`config.mk`:
```
export PLATFORM = sky130hd
export DESIGN_NAME = periodic_dip_scale_factor_flat
export DESIGN_NICKNAME = d
export VERILOG_FILES = /design/src/pdsf_pkg.sv /design/src/pdsf_if.sv /design/src/pdsf_ctrl.sv /design/src/pdsf_dp.sv /design/src/periodic_dip_scale_factor.sv /design/src/flat_wrapper.sv
export SDC_FILE = /design/constraint.sdc
export NUM_CORES = 1
export LEC_CHECK = 0
export ABC_AREA = 1
export BUFFER_PORTS_ARGS = -buffer_cell sky130_fd_sc_hd__buf_2
export CORE_MARGIN = 1.5
export CORE_UTILIZATION = 50
export DETAILED_ROUTE_END_ITERATION = 12
export PLACE_DENSITY_LB_ADDON = 0.12
export SLEW_MARGIN = 20
export SYNTH_ARGS = -nofsm -noshare
export SYNTH_HDL_FRONTEND = slang
export SYNTH_HIERARCHICAL = 1
export SYNTH_SLANG_ARGS = --single-unit
```
`constraint.sdc`:
```
create_clock -name clk -period 9.05 [get_ports clk]
set_clock_uncertainty 0.1 [all_clocks]
set_input_delay 0 -clock clk [delete_from_list [all_inputs] [get_ports clk]]
set_output_delay 0 -clock clk [all_outputs]
set_load 0.01 [all_outputs]
```
`src/pdsf_pkg.sv`:
```
// package: shared constants, types and codes of the periodic dip scale factor
`default_nettype none
package pdsf_pkg;

    // default parameter values
    localparam int ANGLE_WIDTH_DEF   = 16;
    localparam int MAX_SHARPNESS_DEF = 15;

    // q15 constants and sine polynomial coefficients
    localparam logic [15:0] Q15_ONE = 16'd32768;
    localparam logic [15:0] Q15_QTR = 16'd16384;
    localparam logic [15:0] SIN_A   = 16'd51472;
    localparam logic [15:0] SIN_B   = 16'd21167;
    localparam logic [15:0] SIN_C   = 16'd2463;

    // configuration port
    localparam int CFG_IDX_W  = 2;
    localparam int CFG_DATA_W = 16;

    typedef enum logic [CFG_IDX_W-1:0] {
        CFG_DEPTH  = 2'd0,
        CFG_SHARP  = 2'd1,
        CFG_PERIOD = 2'd2,
        CFG_PHASE  = 2'd3
    } cfg_idx_t;

    // controller states
    typedef enum logic [3:0] {
        S_IDLE,
        S_MOD,
        S_MODFIX,
        S_FRAC,
        S_FOLD,
        S_Z2,
        S_C,
        S_U,
        S_S,
        S_Q,
        S_P,
        S_M
    } state_t;

    // datapath operations
    typedef enum logic [3:0] {
        OP_NONE,
        OP_LOAD,
        OP_MOD_STEP,
        OP_MOD_FIX,
        OP_FRAC_STEP,
        OP_FOLD,
        OP_Z2,
        OP_C,
        OP_U,
        OP_S,
        OP_Q,
        OP_P,
        OP_M
    } dp_op_t;

    typedef struct packed {
        dp_op_t op;
    } dp_cmd_t;

    typedef struct packed {
        logic out_full;
    } dp_stat_t;

endpackage
`default_nettype wire

```
`src/pdsf_if.sv`:
```
// interfaces: angle input channel and scale output channel
`default_nettype none
interface pdsf_angle_if #(
    parameter int ANGLE_WIDTH = pdsf_pkg::ANGLE_WIDTH_DEF
);
    logic                          valid;
    logic                          ready;
    logic signed [ANGLE_WIDTH-1:0] angle;

    modport source (output valid, output angle, input ready);
    modport sink   (input valid, input angle, output ready);
endinterface

interface pdsf_scale_if;
    logic        valid;
    logic        ready;
    logic [15:0] scale;

    modport source (output valid, output scale, input ready);
    modport sink   (input valid, input scale, output ready);
endinterface
`default_nettype wire

```
`src/pdsf_ctrl.sv`:
```
// controller: sequences the modulo, fraction divide and multiply steps
`default_nettype none
module pdsf_ctrl #(
    parameter int ANGLE_WIDTH   = pdsf_pkg::ANGLE_WIDTH_DEF,
    parameter int MAX_SHARPNESS = pdsf_pkg::MAX_SHARPNESS_DEF
) (
    input  wire logic              clk,
    input  wire logic              rst_n,
    input  wire logic              in_valid,
    output logic                   in_ready,
    input  wire logic [3:0]        sharp,
    input  wire pdsf_pkg::dp_stat_t stat,
    output pdsf_pkg::dp_cmd_t      cmd
);
    localparam int DW   = ((ANGLE_WIDTH > 16) ? ANGLE_WIDTH : 16) + 1;
    localparam int MAXC = (DW > MAX_SHARPNESS) ? DW : MAX_SHARPNESS;
    localparam int CW   = $clog2(MAXC + 1);

    pdsf_pkg::state_t state_reg, state_next;
    logic [CW-1:0]    cnt_reg, cnt_next;
    logic [CW-1:0]    n_sat;

    // saturate the exponent count
    assign n_sat = (CW'(sharp) > CW'(MAX_SHARPNESS)) ? CW'(MAX_SHARPNESS) : CW'(sharp);

    // state register
    always_ff @(posedge clk or negedge rst_n)
    begin
        if (!rst_n)
        begin
            state_reg <= pdsf_pkg::S_IDLE;
            cnt_reg   <= '0;
        end
        else
        begin
            state_reg <= state_next;
            cnt_reg   <= cnt_next;
        end
    end

    // next state and commands
    always_comb
    begin
        state_next = state_reg;
        cnt_next   = cnt_reg;
        cmd.op     = pdsf_pkg::OP_NONE;
        in_ready   = 1'b0;
        unique case (state_reg)
            pdsf_pkg::S_IDLE:
            begin
                in_ready = 1'b1;
                if (in_valid)
                begin
                    cmd.op     = pdsf_pkg::OP_LOAD;
                    cnt_next   = CW'(DW - 1);
                    state_next = pdsf_pkg::S_MOD;
                end
            end
            pdsf_pkg::S_MOD:
            begin
                cmd.op   = pdsf_pkg::OP_MOD_STEP;
                cnt_next = cnt_reg - 1'b1;
                if (cnt_reg == '0)
                begin
                    state_next = pdsf_pkg::S_MODFIX;
                end
            end
            pdsf_pkg::S_MODFIX:
            begin
                cmd.op     = pdsf_pkg::OP_MOD_FIX;
                cnt_next   = CW'(15);
                state_next = pdsf_pkg::S_FRAC;
            end
            pdsf_pkg::S_FRAC:
            begin
                cmd.op   = pdsf_pkg::OP_FRAC_STEP;
                cnt_next = cnt_reg - 1'b1;
                if (cnt_reg == '0)
                begin
                    state_next = pdsf_pkg::S_FOLD;
                end
            end
            pdsf_pkg::S_FOLD:
            begin
                cmd.op     = pdsf_pkg::OP_FOLD;
                state_next = pdsf_pkg::S_Z2;
            end
            pdsf_pkg::S_Z2:
            begin
                cmd.op     = pdsf_pkg::OP_Z2;
                state_next = pdsf_pkg::S_C;
            end
            pdsf_pkg::S_C:
            begin
                cmd.op     = pdsf_pkg::OP_C;
                state_next = pdsf_pkg::S_U;
            end
            pdsf_pkg::S_U:
            begin
                cmd.op     = pdsf_pkg::OP_U;
                state_next = pdsf_pkg::S_S;
            end
            pdsf_pkg::S_S:
            begin
                cmd.op     = pdsf_pkg::OP_S;
                state_next = pdsf_pkg::S_Q;
            end
            pdsf_pkg::S_Q:
            begin
                cmd.op     = pdsf_pkg::OP_Q;
                cnt_next   = n_sat;
                state_next = pdsf_pkg::S_P;
            end
            pdsf_pkg::S_P:
            begin
                if (cnt_reg == '0)
                begin
                    state_next = pdsf_pkg::S_M;
                end
                else
                begin
                    cmd.op   = pdsf_pkg::OP_P;
                    cnt_next = cnt_reg - 1'b1;
                end
            end
            pdsf_pkg::S_M:
            begin
                // wait for a free output slot
                if (!stat.out_full)
                begin
                    cmd.op     = pdsf_pkg::OP_M;
                    state_next = pdsf_pkg::S_IDLE;
                end
            end
            default:
            begin
                state_next = pdsf_pkg::S_IDLE;
            end
        endcase
    end
endmodule
`default_nettype wire

```
`src/pdsf_dp.sv`:
```
// datapath: modulo and fraction dividers, shared q15 multiplier, output register
`default_nettype none
module pdsf_dp #(
    parameter int ANGLE_WIDTH = pdsf_pkg::ANGLE_WIDTH_DEF
) (
    input  wire logic                          clk,
    input  wire logic                          rst_n,
    input  wire pdsf_pkg::dp_cmd_t             cmd,
    output pdsf_pkg::dp_stat_t                 stat,
    input  wire logic signed [ANGLE_WIDTH-1:0] angle,
    input  wire logic [15:0]                   depth,
    input  wire logic [14:0]                   period,
    input  wire logic signed [15:0]            phase,
    output logic                               out_valid,
    input  wire logic                          out_ready,
    output logic [15:0]                        out_scale
);
    localparam int DW = ((ANGLE_WIDTH > 16) ? ANGLE_WIDTH : 16) + 1;

    logic [DW-1:0] mag_reg;
    logic          neg_reg;
    logic [15:0]   rem_reg;
    logic [15:0]   f_reg;
    logic [15:0]   z_reg, z2_reg, w_reg, p_reg, q_reg;
    logic [15:0]   scale_reg;
    logic          ovalid_reg;

    logic signed [DW-1:0] d_val;
    logic [14:0]          per;
    logic [15:0]          per16;
    logic [15:0]          cand_mod, cand_frac;
    logic [15:0]          h_val, h_fold;
    logic [15:0]          mul_a, mul_b;
    logic [31:0]          mprod;
    logic [32:0]          prod;
    logic [17:0]          qm;
    logic [15:0]          depth_sat;
    logic [15:0]          s_clamp;

    // difference, period guard, depth saturation
    assign d_val     = DW'(angle) - DW'(phase);
    assign per       = (period == '0) ? 15'd1 : period;
    assign per16     = {1'b0, per};
    assign depth_sat = (depth > pdsf_pkg::Q15_ONE) ? pdsf_pkg::Q15_ONE : depth;

    // restoring divider candidates
    assign cand_mod  = {rem_reg[14:0], mag_reg[DW-1]};
    assign cand_frac = {rem_reg[14:0], 1'b0};

    // fold the turn fraction into a quarter wave
    assign h_val  = {1'b0, f_reg[14:0]};
    assign h_fold = (h_val > pdsf_pkg::Q15_QTR) ? (pdsf_pkg::Q15_ONE - h_val) : h_val;

    // shared multiplier operand select
    always_comb
    begin
        mul_a = z_reg;
        mul_b = z_reg;
        unique case (cmd.op)
            pdsf_pkg::OP_C:
            begin
                mul_a = z2_reg;
                mul_b = pdsf_pkg::SIN_C;
            end
            pdsf_pkg::OP_U:
            begin
                mul_a = z2_reg;
                mul_b = w_reg;
            end
            pdsf_pkg::OP_S:
            begin
                mul_a = z_reg;
                mul_b = w_reg;
            end
            pdsf_pkg::OP_Q:
            begin
                mul_a = w_reg;
                mul_b = w_reg;
            end
            pdsf_pkg::OP_P:
            begin
                mul_a = p_reg;
                mul_b = q_reg;
            end
            pdsf_pkg::OP_M:
            begin
                mul_a = depth_sat;
                mul_b = p_reg;
            end
            default:
            begin
                mul_a = z_reg;
                mul_b = z_reg;
            end
        endcase
    end

    // rounded q15 product
    assign mprod   = {16'd0, mul_a} * {16'd0, mul_b};
    assign prod    = {1'b0, mprod} + 33'd16384;
    assign qm      = prod[32:15];
    assign s_clamp = (qm > 18'(pdsf_pkg::Q15_ONE)) ? pdsf_pkg::Q15_ONE : qm[15:0];

    // working registers
    always_ff @(posedge clk)
    begin
        unique case (cmd.op)
            pdsf_pkg::OP_LOAD:
            begin
                neg_reg <= d_val[DW-1];
                mag_reg <= d_val[DW-1] ? DW'(-d_val) : DW'(d_val);
                rem_reg <= '0;
            end
            pdsf_pkg::OP_MOD_STEP:
            begin
                mag_reg <= {mag_reg[DW-2:0], 1'b0};
                rem_reg <= (cand_mod >= per16) ? (cand_mod - per16) : cand_mod;
            end
            pdsf_pkg::OP_MOD_FIX:
            begin
                if (neg_reg && (rem_reg != '0))
                begin
                    rem_reg <= per16 - rem_reg;
                end
            end
            pdsf_pkg::OP_FRAC_STEP:
            begin
                rem_reg <= (cand_frac >= per16) ? (cand_frac - per16) : cand_frac;
                f_reg   <= {f_reg[14:0], (cand_frac >= per16)};
            end
            pdsf_pkg::OP_FOLD:
            begin
                z_reg <= {h_fold[14:0], 1'b0};
            end
            pdsf_pkg::OP_Z2:
            begin
                z2_reg <= qm[15:0];
            end
            pdsf_pkg::OP_C:
            begin
                w_reg <= pdsf_pkg::SIN_B - qm[15:0];
            end
            pdsf_pkg::OP_U:
            begin
                w_reg <= pdsf_pkg::SIN_A - qm[15:0];
            end
            pdsf_pkg::OP_S:
            begin
                w_reg <= s_clamp;
            end
            pdsf_pkg::OP_Q:
            begin
                q_reg <= qm[15:0];
                p_reg <= pdsf_pkg::Q15_ONE;
            end
            pdsf_pkg::OP_P:
            begin
                p_reg <= qm[15:0];
            end
            pdsf_pkg::OP_M:
            begin
                scale_reg <= (qm >= 18'(pdsf_pkg::Q15_ONE)) ? 16'd0
                                                           : (pdsf_pkg::Q15_ONE - qm[15:0]);
            end
            default:
            begin
            end
        endcase
    end

    // output valid flag
    always_ff @(posedge clk or negedge rst_n)
    begin
        if (!rst_n)
        begin
            ovalid_reg <= 1'b0;
        end
        else if (cmd.op == pdsf_pkg::OP_M)
        begin
            ovalid_reg <= 1'b1;
        end
        else if (out_ready)
        begin
            ovalid_reg <= 1'b0;
        end
    end

    assign out_valid     = ovalid_reg;
    assign out_scale     = scale_reg;
    assign stat.out_full = ovalid_reg && !out_ready;
endmodule
`default_nettype wire

```
`src/periodic_dip_scale_factor.sv`:
```
// top level: configuration registers, controller and datapath of the dip scale factor
//
// Usage: one angle item in on in_ch, one scale item out on out_ch, both
// valid/ready channels. Configuration is written through cfg_we, cfg_index
// and cfg_wdata (0 depth, 1 sharpness, 2 period, 3 phase); the user must
// write it only while idle, since the block itself does not enforce this.
// Sequence: after an item is accepted the block runs a bit-serial modulo
// by the period, a sign fix, a bit-serial fraction divide, a quarter-wave
// fold, five products on the shared 16x16 multiplier for the sine and its
// square, one product per sharpness step plus an exit step, and the final
// depth product.
// Items are processed one at a time; in_ch.ready is high only when idle.
// The next item is accepted while a finished result still waits.
// Reset clears the controller and the output valid flag and loads the
// registers with depth 0, sharpness 1, period 6434 and phase 0.
// When the receiver stalls the result is held and the final step of the
// next item waits until the output register frees up.
`default_nettype none
module periodic_dip_scale_factor #(
    parameter int ANGLE_WIDTH   = pdsf_pkg::ANGLE_WIDTH_DEF,
    parameter int MAX_SHARPNESS = pdsf_pkg::MAX_SHARPNESS_DEF
) (
    input  wire logic                              clk,
    input  wire logic                              rst_n,
    input  wire logic                              cfg_we,
    input  wire logic [pdsf_pkg::CFG_IDX_W-1:0]    cfg_index,
    input  wire logic [pdsf_pkg::CFG_DATA_W-1:0]   cfg_wdata,
    pdsf_angle_if.sink                             in_ch,
    pdsf_scale_if.source                           out_ch
);
    logic [15:0]        depth_reg;
    logic [3:0]         sharp_reg;
    logic [14:0]        period_reg;
    logic signed [15:0] phase_reg;

    pdsf_pkg::dp_cmd_t  cmd;
    pdsf_pkg::dp_stat_t stat;
    logic               in_ready;

    // configuration registers
    always_ff @(posedge clk or negedge rst_n)
    begin
        if (!rst_n)
        begin
            depth_reg  <= 16'd0;
            sharp_reg  <= 4'd1;
            period_reg <= 15'd6434;
            phase_reg  <= 16'sd0;
        end
        else if (cfg_we)
        begin
            unique case (pdsf_pkg::cfg_idx_t'(cfg_index))
                pdsf_pkg::CFG_DEPTH:  depth_reg  <= cfg_wdata;
                pdsf_pkg::CFG_SHARP:  sharp_reg  <= cfg_wdata[3:0];
                pdsf_pkg::CFG_PERIOD: period_reg <= cfg_wdata[14:0];
                pdsf_pkg::CFG_PHASE:  phase_reg  <= cfg_wdata;
                default:
                begin
                end
            endcase
        end
    end

    assign in_ch.ready = in_ready;

    // sequencer
    pdsf_ctrl #(
        .ANGLE_WIDTH   (ANGLE_WIDTH),
        .MAX_SHARPNESS (MAX_SHARPNESS)
    ) u_ctrl (
        .clk      (clk),
        .rst_n    (rst_n),
        .in_valid (in_ch.valid),
        .in_ready (in_ready),
        .sharp    (sharp_reg),
        .stat     (stat),
        .cmd      (cmd)
    );

    // arithmetic
    pdsf_dp #(
        .ANGLE_WIDTH (ANGLE_WIDTH)
    ) u_dp (
        .clk       (clk),
        .rst_n     (rst_n),
        .cmd       (cmd),
        .stat      (stat),
        .angle     (in_ch.angle),
        .depth     (depth_reg),
        .period    (period_reg),
        .phase     (phase_reg),
        .out_valid (out_ch.valid),
        .out_ready (out_ch.ready),
        .out_scale (out_ch.scale)
    );
endmodule
`default_nettype wire
```
`src/flat_wrapper.sv`:
```
// flat-port wrapper written by rule: the top's interface ports become plain ports
module periodic_dip_scale_factor_flat 
#(
    parameter int ANGLE_WIDTH   = pdsf_pkg::ANGLE_WIDTH_DEF,
    parameter int MAX_SHARPNESS = pdsf_pkg::MAX_SHARPNESS_DEF
)
  (clk, rst_n, cfg_we, cfg_index, cfg_wdata, in_ch_valid, in_ch_angle, in_ch_ready, out_ch_valid, out_ch_scale, out_ch_ready);
  pdsf_angle_if #(.ANGLE_WIDTH(ANGLE_WIDTH)) in_ch_i ();
  pdsf_scale_if out_ch_i ();
  input  wire logic clk;
  input  wire logic rst_n;
  input  wire logic cfg_we;
  input  wire logic [pdsf_pkg::CFG_IDX_W-1:0] cfg_index;
  input  wire logic [pdsf_pkg::CFG_DATA_W-1:0] cfg_wdata;
  input wire logic [$bits(in_ch_i.valid)-1:0] in_ch_valid;
  input wire logic [$bits(in_ch_i.angle)-1:0] in_ch_angle;
  output wire logic [$bits(in_ch_i.ready)-1:0] in_ch_ready;
  output wire logic [$bits(out_ch_i.valid)-1:0] out_ch_valid;
  output wire logic [$bits(out_ch_i.scale)-1:0] out_ch_scale;
  input wire logic [$bits(out_ch_i.ready)-1:0] out_ch_ready;
  assign in_ch_i.valid = in_ch_valid;
  assign in_ch_i.angle = in_ch_angle;
  assign in_ch_ready = in_ch_i.ready;
  assign out_ch_valid = out_ch_i.valid;
  assign out_ch_scale = out_ch_i.scale;
  assign out_ch_i.ready = out_ch_ready;
  periodic_dip_scale_factor #(.ANGLE_WIDTH(ANGLE_WIDTH), .MAX_SHARPNESS(MAX_SHARPNESS)) u_core (.clk(clk), .rst_n(rst_n), .cfg_we(cfg_we), .cfg_index(cfg_index), .cfg_wdata(cfg_wdata), .in_ch(in_ch_i), .out_ch(out_ch_i));
endmodule
```
== Word-level counts from Yosys, hierarchy flattened ==
Cells that the tools add are included.

* ROM bits: 0
* Memories: 0
* Input port bits: 39
* Output and inout port bits: 18
* Latch bits: 0
* Memory bits (writable): 0
* Register bits: 205

* $add $sub $neg: 11
* Divide/modulo/power cells: 0
* Reduce and logical (&&, ||, !) cells: 24
* Magnitude comparators: 6
* Bitwise operators: 0
* Equal/unequal tests: 33
* Shift-type cells: 0
* Multiply operators: 1
* Multiplexer cells: 30

{| class="wikitable"
|+ Operators by type and width
! kind !! count
|-
| 16-bit one-hot mux with 4 select lines || 3
|-
| 4-bit one-hot mux with 12 select lines || 2
|-
| 16-bit two-way mux || 5
|-
| 16-bit one-hot mux with 3 select lines || 1
|-
| 4-bit equality test (second input constant) || 9
|-
| 17-bit one-hot mux with 2 select lines || 1
|-
| 32-bit by 15-bit adder with 33-bit output (second input constant) || 1
|-
| 4-bit by 3-bit equality test with 1-bit output (second input constant) || 8
|-
| 16-bit by 15-bit >= comparator with 1-bit output || 2
|-
| 16-bit by 16-bit multiplier with 32-bit output || 1
|-
| 16-bit one-hot mux with 2 select lines || 1
|-
| 16-bit by 15-bit subtractor with 16-bit output || 2
|-
| 16-bit subtractor (first input constant) || 2
|-
| 15-bit two-way mux || 2
|-
| 4-bit two-way mux || 7
|-
| 5-bit one-hot mux with 5 select lines || 1
|-
| 18-bit by 16-bit >= comparator with 1-bit output (second input constant) || 1
|-
| 18-bit by 16-bit > comparator with 1-bit output (second input constant) || 1
|-
| 17-bit two-way mux || 1
|-
| 17-bit negator || 1
|-
| 16-bit by 16-bit subtractor with 17-bit output || 1
|-
| 4-bit by 2-bit equality test with 1-bit output (second input constant) || 4
|-
| 16-bit > comparator (second input constant) || 1
|-
| 16-bit nonzero test || 1
|-
| 26 further kinds || 46
|}

== Logic depth before layout (Yosys ltp) ==
Gate-level depths: netlist of the first run.

* Word-level depth: 12
* Gate-level depth with buffers: 52
* Mapped depth without buffers: 51

== Cells and area by module ==
The synthesis of the first run kept the hierarchy.

{| class="wikitable"
|+ Modules (own cells, without submodules)
! module !! instances !! cells each !! seq. area each (µm²) !! area an instance (µm²)
|-
| pdsf_dp || 1 || 2605 || 4349.2 || 19982.9
|-
| periodic_dip_scale_factor || 1 || 229 || 1283.7 || 2163.3
|-
| pdsf_ctrl || 1 || 127 || 225.2 || 773.2
|}

== Least setup slack after synthesis of the first run ==
OpenSTA, ideal clock, no wires.

* Path type: flip-flop to flip-flop
* Start point: reg u_core.u_ctrl.cnt_reg[0]
* End point: reg u_core.u_dp.w_reg[14], data pin
* Clock period less this slack: 8.905 ns
* Stages on the path, launching flop included: 48
* Path buffers: 2
* Data arrival time: 8.676 ns
* Path slack: 0.145 ns
* Cell sequence: dfrtp_1 inv_1 ha_1 nand3b_1 a21oi_1 o21ai_0 inv_2 nor2_1 inv_1 nor2_1 clkbuf_1 a22oi_1 o2111ai_1 clkbuf_1 nand2_1 inv_1 fa_1 inv_1 [... 12 more ...] inv_1 a21oi_1 inv_1 a21oi_1 a21o_1 nand2_1 inv_1 ha_1 inv_1 nor2_1 nand2_2 nor2_4 nand2_4 nand2_8 nand3_1 nand2_1 inv_1 nand2_1

{| class="wikitable"
|+ RTL lines
! element !! line !! source
|-
| from (decl) || pdsf_ctrl.sv:20 || <nowiki>logic [CW-1:0] cnt_reg, cnt_next;</nowiki>
|-
| from (signal assigned) || pdsf_ctrl.sv:37 || <nowiki>cnt_reg <= cnt_next;</nowiki>
|-
| to (signal assigned) || pdsf_dp.sv:141 || <nowiki>w_reg <= pdsf_pkg::SIN_B - qm[15:0];</nowiki>
|-
| to (signal assigned) || pdsf_dp.sv:145 || <nowiki>w_reg <= pdsf_pkg::SIN_A - qm[15:0];</nowiki>
|-
| to (signal assigned) || pdsf_dp.sv:149 || <nowiki>w_reg <= s_clamp;</nowiki>
|-
| to (decl) || pdsf_dp.sv:24 || <nowiki>logic [15:0] z_reg, z2_reg, w_reg, p_reg, q_reg;</nowiki>
|}

==> qor.yml, run 1 <==
status:
  status: "complete, no violations"
timing:
  clock.fmax_mhz: 114
  setup_viol_count_final: 0
  period_minus_slack_ns: 8.78
  relSlewSlack: 0.358
  rsz0062_at_grt: "yes"
  worst_pin_slew_ns: 0.961
  slew_viol_final: 0
  tns_ns: 0
  fin_crit_sh: 0.970
  hold_viol_final: 0
synthesis:
  netlist_instances: 2961
  yosysWarnings: 6
  ys_ff_latch: 205
  ys_seq_area_frac: 0.256
  synth-edff-count: 144
  async_reset_ff_frac: 0.298
  synth_area_sq_um: 22900
  synthDistinctLibCells: 65
  syn_nets: 3368
  avgSynthCellArea_sq_um: 7.74
  synthFlopType: "edfxtp_1"
global_route:
  gr-total-overflow: 0
  antenna_found_initial: 0
  grt_max_degree: 62
  grtUsageTotal: 0.307
  grt_pass1_wl_mm: 113
  grt_pass1_vias: 20800
die:
  die-area_sq_um: 47100
  core_area_sq_um: 45300
  dieHeight_microns: 217
  rows: 78
  die_width_microns: 217
  start_util: 0.506
  ios: 57
worst_setup_path:
  reg2reg_depth: 43
  crit_top_cell: "inv_1"
  crit_fanout: 5
  worst_path_max_delay_cell: "fa_2"
  crit_arrival_ns: 8.96
  crit_type: "reg -> reg"
  r2r-start: "u_core/u_ctrl/state_reg[2]"
  cpPeakStageDelay_ns: 0.58
  end_kind: "flip-flop"
  r2r_setup_slack_ns: 0.27
  rr_endpoint: "u_core/u_dp/w_reg[12]"
  worstPathRequired_ns: 9.23
  start_kind: "flip-flop"
clock_network:
  cts_tree: "built"
  cts-root-buf: "clkbuf_16"
  path_clk_slew_ns: 0.06
  clockBufferDepth: 3
  cts_max_level: 1
  clkLatencyLatePin_ns: 0.56
  numCtsBuffers: 26
  cts_sinks: 205
drt:
  ant_nets: 0
  drt_wl_total_mm: 72.8
  vias_per_cell: 5.48
  drc_errors: 0
  post_drt_wl_per_cell_microns: 18.8
  firstDrtPassIters: 6
  num_vias: 21200
  initialDrtViolationCount: 1837
finish:
  area_growth_pct: 21.5
  antenna_cells: 0
  final_util: 0.615
  nNetsFinal: 3652
  final_cell_mix: "nand2_1 (654), inv_1 (539), nor2_1 (258)"
  largest_reg_flops: 17
  final_common_cell: "nand2_1"
  drive_gt1_frac: 0.182
place:
  gp_congestion: 0.977
  portBuffers: 56
  hpwl_mm: 56.6
flow_run:
  maxCapViolCount: 0
worst_hold_path:
  hold_class: "in -> async"
how the worst max path moves through the flow:
stage / start / slack [ns] / depth (start not counted) / end
4_1_cts: u_core/u_ctrl/state_reg[1] / 0.005 / 43 / u_core/u_dp/w_reg[6]
5_1_grt: u_core/u_ctrl/cnt_reg[1] / -0.11 / 46 / u_core/u_dp/w_reg[4]
3_5_place_dp: u_core/u_ctrl/cnt_reg[0] / -0.24 / 44 / u_core/u_dp/w_reg[6]
2_1_floorplan: u_core/u_ctrl/cnt_reg[0] / 0.14 / 47 / u_core/u_dp/w_reg[14]
3_3_place_gp: u_core/u_ctrl/cnt_reg[0] / -0.20 / 41 / u_core/u_dp/w_reg[14]
6_report: u_core/u_ctrl/state_reg[2] / 0.27 / 43 / u_core/u_dp/w_reg[12]
routing by layer:
metal  vias to the layer above  routed length, microns  track usage
li1                      10000                       -            -
met1                     10300                   32800        0.437
met2                       734                   33400        0.497
met3                       116                    4950       0.0368
met4                         0                    1730       0.0743
met5                         -                       0            0
cells by family (layout without fill, tap and decap cells):
family,count (synthesis),in the layout,share of synthesized area
and+or+nand+nor,1287,1287,0.243
buffers and inverters,673,977,0.113
adders and majority gates,368,368,0.266
AOI/OAI and AO/OA,362,362,0.0956
DFF,205,205,0.256
xor gates and xnor gates,66,66,0.0264
critical path: cells and delay by family (launching register included):
kind / cells / cell delay [ns]
AOI/OAI and AO/OA: 2 / 0.40
adders and majority gates: 7 / 3.36
buffers and inverters: 15 / 1.78
and+or+nand+nor: 18 / 2.16
DFF: 1 / 0.46
xor gates and xnor gates: 1 / 0.26
cell usage after synthesis (11+ instances only):
| master | number | area (sq um) |
|---|---|---|
| o2111ai_1 | 15 | 131 |
| xor2_1 | 47 | 412 |
| a21oi_1 | 118 | 591 |
| a22oi_1 | 11 | 82.6 |
| fa_1 | 199 | 3980 |
| nand4_1 | 58 | 363 |
| clkinv_1 | 11 | 41.3 |
| a21o_1 | 11 | 82.6 |
| nand2_1 | 675 | 2530 |
| o21a_1 | 14 | 105 |
| nor3_1 | 27 | 135 |
| buf_2 | 17 | 85.1 |
| nand3_1 | 158 | 791 |
| a31oi_1 | 18 | 113 |
| xnor2_1 | 17 | 149 |
| inv_1 | 562 | 2110 |
| nor2_1 | 289 | 1080 |
| dfrtp_1 | 55 | 1380 |
| nand2_2 | 18 | 113 |
| clkbuf_1 | 62 | 233 |
| ha_1 | 169 | 2110 |
| o21ai_0 | 102 | 510 |
| o221ai_1 | 12 | 105 |
| o211ai_1 | 13 | 97.6 |
| inv_2 | 11 | 41.3 |
| edfxtp_1 | 144 | 4320 |
timing repair:
item,4_1_cts,5_1_grt
gates resized for setup,21,211
buffers inserted,4,55
hold buffers,29,0
pin swaps,4,56
endpoints found under the setup margin,32,42
cloned,1,2
hold endpoints to repair,125,0
stage by stage:
step	setup WS, ns	cells	area, sq um	hold WS (ns)
5_1_grt	-0.107	3865	27900	0.113
3_5_place_dp	-0.242	3726	25300	0.108
3_3_place_gp	-0.200	3726	25300	0.100
2_1_floorplan	0.145	2961	22900	-0.396
6_report	0.273	3865	27900	0.0525
4_1_cts	0.00492	3808	26500	0.0605
layout make-up:
cell class | count | area [sq um]
fillers | 4080 | 17400
multi-input cells | 2083 | 15200
flip-flops and latches | 205 | 5860
repair buffers | 344 | 2920
inverters | 585 | 2260
well taps | 600 | 751
clock buffers | 38 | 747
clock inverters | 10 | 124
Power of run 1 is not shown: default switching activity piles up to over one toggle a cycle in this logic, so the estimate is an artifact.
==> run 2, diff against run 1 <==
- SYNTH_HIERARCHICAL: 1 -> not set
==> run 2 against run 1 <==
Against the previous run: fmax is 2.0% higher; hold slack worse by 0.00070 ns; register-to-register slack better by 0.18 ns; sequential share of layout area is 2.0 points higher; core utilization is 3.9 points lower; clock-buffer cell count is 7 lower; critical path type unchanged; critical endpoint is now u_core.u_dp.w_reg[11].
==> qor.yml, run 2 <==
synthesis:
  yosysWarnings: 0  # -6
  synth_area_sq_um: 22500  # -2.0%
  synth_top_cell_by_area: "edfxtp_1"
  synthFlopType: "edfxtp_1"
  synth_top_area_frac: 0.193  # +0.00392
  synthDistinctLibCells: 66  # +1.5%
  avgSynthCellArea_sq_um: 8.03  # +3.7%
  ys_ff_latch: 205  # unchanged
  synth-edff-count: 144  # unchanged
  async_reset_ff_frac: 0.298  # unchanged
  ys_seq_area_frac: 0.261  # +0.00531
  syn_nets: 3205  # -4.8%
  netlist_instances: 2797  # -5.5%
  synth_common_cells: "nand2_1 (545), inv_1 (487), nor2_1 (307), fa_1 (199)"
  synth_area_leaders: "edfxtp_1 (19%), fa_1 (18%), ha_1 (9.5%)"
  synth_most_common_cell: "nand2_1"
global_route:
  grt_pass1_vias: 19900  # -4.2%
  grtUsageTotal: 0.316  # +0.00944
  antenna_found_initial: 0  # unchanged
  grt_max_degree: 62  # unchanged
  grt_pass1_wl_mm: 113  # about the same
  gr-total-overflow: 0  # unchanged
finish:
  antenna_cells: 0  # unchanged
  final_util: 0.576  # -0.0390
  final_cell_mix: "nand2_1 (537), inv_1 (482), nor2_1 (300)"
  area.sequential_sq_um: 5860  # about the same
  drive_gt1_frac: 0.137  # -0.0450
  area_growth_pct: 13.5
  final_common_cell: "nand2_1"
  nNetsFinal: 3376  # -7.6%
  nFillCells: 4134  # +1.3%
  largest_reg_flops: 17  # unchanged
  multi_input_area_sq_um: 14500  # -4.9%
drt:
  drc_errors: 0  # unchanged
  vias_per_cell: 5.53  # +0.91%
  ant_nets: 0  # unchanged
  num_vias: 19800  # -6.6%
  initialDrtViolationCount: 1927  # +4.9%
  drt_wl_total_mm: 72.1  # -0.91%
  firstDrtPassIters: 6  # unchanged
  post_drt_wl_per_cell_microns: 20.2  # +7.0%
place:
  hpwl_mm: 58.5  # +3.3%
  portBuffers: 56  # unchanged
  gp_congestion: 0.963  # -1.5%
clock_network:
  cts-root-buf: "clkbuf_16"
  clkLatencyLatePin_ns: 0.56  # about the same
  cts_tree: "built"
  clockBufferDepth: 3  # unchanged
  path_clk_slew_ns: 0.06  # about the same
  cts_max_level: 1  # unchanged
  cts_sinks: 205  # unchanged
  numCtsBuffers: 25  # -3.8%
die:
  start_util: 0.508  # +0.00160
  die-area_sq_um: 46200  # -2.0%
  core_area_sq_um: 44200  # -2.3%
  dieHeight_microns: 215  # -1.0%
  ios: 57  # unchanged
  die_width_microns: 215  # -1.0%
  rows: 77  # -1.3%
worst_setup_path:
  end_kind: "flip-flop"
  start_kind: "flip-flop"
  crit_top_cell: "nand2_1"
  crit_type: "reg -> reg"
  cpPeakStageDelay_ns: 0.60  # +0.02 ns
  critical-path-top-delay-family: "adder cells"
  rr_endpoint: "u_core.u_dp.w_reg[11]"
  r2r_setup_slack_ns: 0.45  # +0.18 ns
  path_buf_inv: 12  # -3
  worstPathRequired_ns: 9.25  # +0.02 ns
  reg2reg_depth: 43  # unchanged
  worst_path_max_delay_cell: "fa_1"
  crit_arrival_ns: 8.80  # -0.16 ns
  r2r-start: "u_core.u_ctrl.cnt_reg[0]"
  crit_fanout: 19  # +14
timing:
  fin_crit_sh: 0.950  # -0.0195
  hold_viol_final: 0  # unchanged
  setup_viol_count_final: 0  # unchanged
  period_minus_slack_ns: 8.60  # -0.176 ns
  worst_pin_slew_ns: 1.13  # +0.165 ns
  clock.fmax_mhz: 116  # +2.0%
  slew_viol_final: 0  # unchanged
  rsz0062_at_grt: "yes"
  relSlewSlack: 0.249  # -0.109
status:
  status: "complete, no violations"
worst_hold_path:
  hold_class: "in -> async"
flow_run:
  maxCapViolCount: 0  # unchanged
==> run 2: changes by cell type in the layout (fill, tap and decap cells not counted), moves of 11 or more <==
cell	before	now
nor2_1	258	300
buf_4	221	129
nor2_2	27	14
a21oi_1	106	123
inv_1	539	482
o21ai_0	91	166
nand3_2	8	22
nor2_4	19	8
buf_12	23	3
nand4_1	58	9
nand3_1	153	128
nand2_1	654	537
==> run 2: worst max-delay path by stage <==
stage	startpoint	end	slack [ns]	cells past startpoint
6_report	u_core.u_ctrl.cnt_reg[0]	u_core.u_dp.w_reg[11]	0.45	43
5_1_grt	u_core.u_ctrl.cnt_reg[0]	u_core.u_dp.w_reg[0]	-0.05	47
4_1_cts	u_core.u_ctrl.cnt_reg[0]	u_core.u_dp.w_reg[0]	0.18	42
3_5_place_dp	u_core.u_ctrl.cnt_reg[0]	u_core.u_dp.w_reg[0]	0.22	42
3_3_place_gp	u_core.u_ctrl.cnt_reg[0]	u_core.u_dp.w_reg[0]	0.28	43
2_1_floorplan	u_core.u_ctrl.state_reg[1]	u_core.u_dp.w_reg[5]	0.87	38
==> run 2: layer usage <==
| metal | vias up | global-route usage | wire length [microns] |
|---|---|---|---|
| li1 | 9333 | - | - |
| met1 | 9594 | 0.468 | 32900 |
| met2 | 760 | 0.487 | 31900 |
| met3 | 117 | 0.0402 | 5280 |
| met4 | 0 | 0.0866 | 2020 |
| met5 | - | 0 | 0 |
==> run 2: worst min-delay path: stages <==
cell and delay, ns:
dlygate4sd3_1 0.53, buf_2 0.10, buf_4 0.59
==> run 2: layout make-up <==
class | instances | share of cell area
Multi-Input combinational cell | 2002 | 0.567
Sequential cell | 205 | 0.230
Inverter | 519 | 0.0779
Timing Repair Buffer | 214 | 0.0616
Tap cell | 592 | 0.0291
Clock buffer | 31 | 0.0267
Clock inverter | 15 | 0.00717
Timing Repair inverter | 1 | 0.000196
==> run 2: kinds of logic (layout without fill, tap and decap cells) <==
| group | Yosys count | count (layout) | share of synthesized area |
|---|---|---|---|
| flip-flops | 205 | 205 | 0.261 |
| buffers and inverters | 590 | 780 | 0.101 |
| adder cells (fa/ha/maj) | 369 | 369 | 0.272 |
| AND/OR/NAND/NOR | 1142 | 1142 | 0.226 |
| AO/OA/AOI/OAI | 425 | 425 | 0.110 |
| XOR/XNOR | 66 | 66 | 0.0301 |
==> run 2: metrics by stage <==
| stage | instance area [sq um] | hold WS, ns | instances | TNS, ns | setup slack, ns |
|---|---|---|---|---|---|
| floorplan | 22500 | -0.396 | 2797 | 0 | 0.873 |
| global placement | 24100 | 0.0993 | 3493 | 0 | 0.280 |
| detailed placement | 24100 | 0.104 | 3493 | 0 | 0.216 |
| CTS | 25200 | 0.0554 | 3564 | 0 | 0.183 |
| global route | 25500 | 0.133 | 3579 | -0.146 | -0.0500 |
| finish | 25500 | 0.0518 | 3579 | 0 | 0.450 |
==> run 2: repair_timing <==
item	4_1_cts	5_1_grt
hold endpoints to repair	122	0
hold buffers	25	0
setup endpoints to repair	0	32
setup buffers	0	14
resized for setup	0	46
Power of run 2 is left out for the same reason.
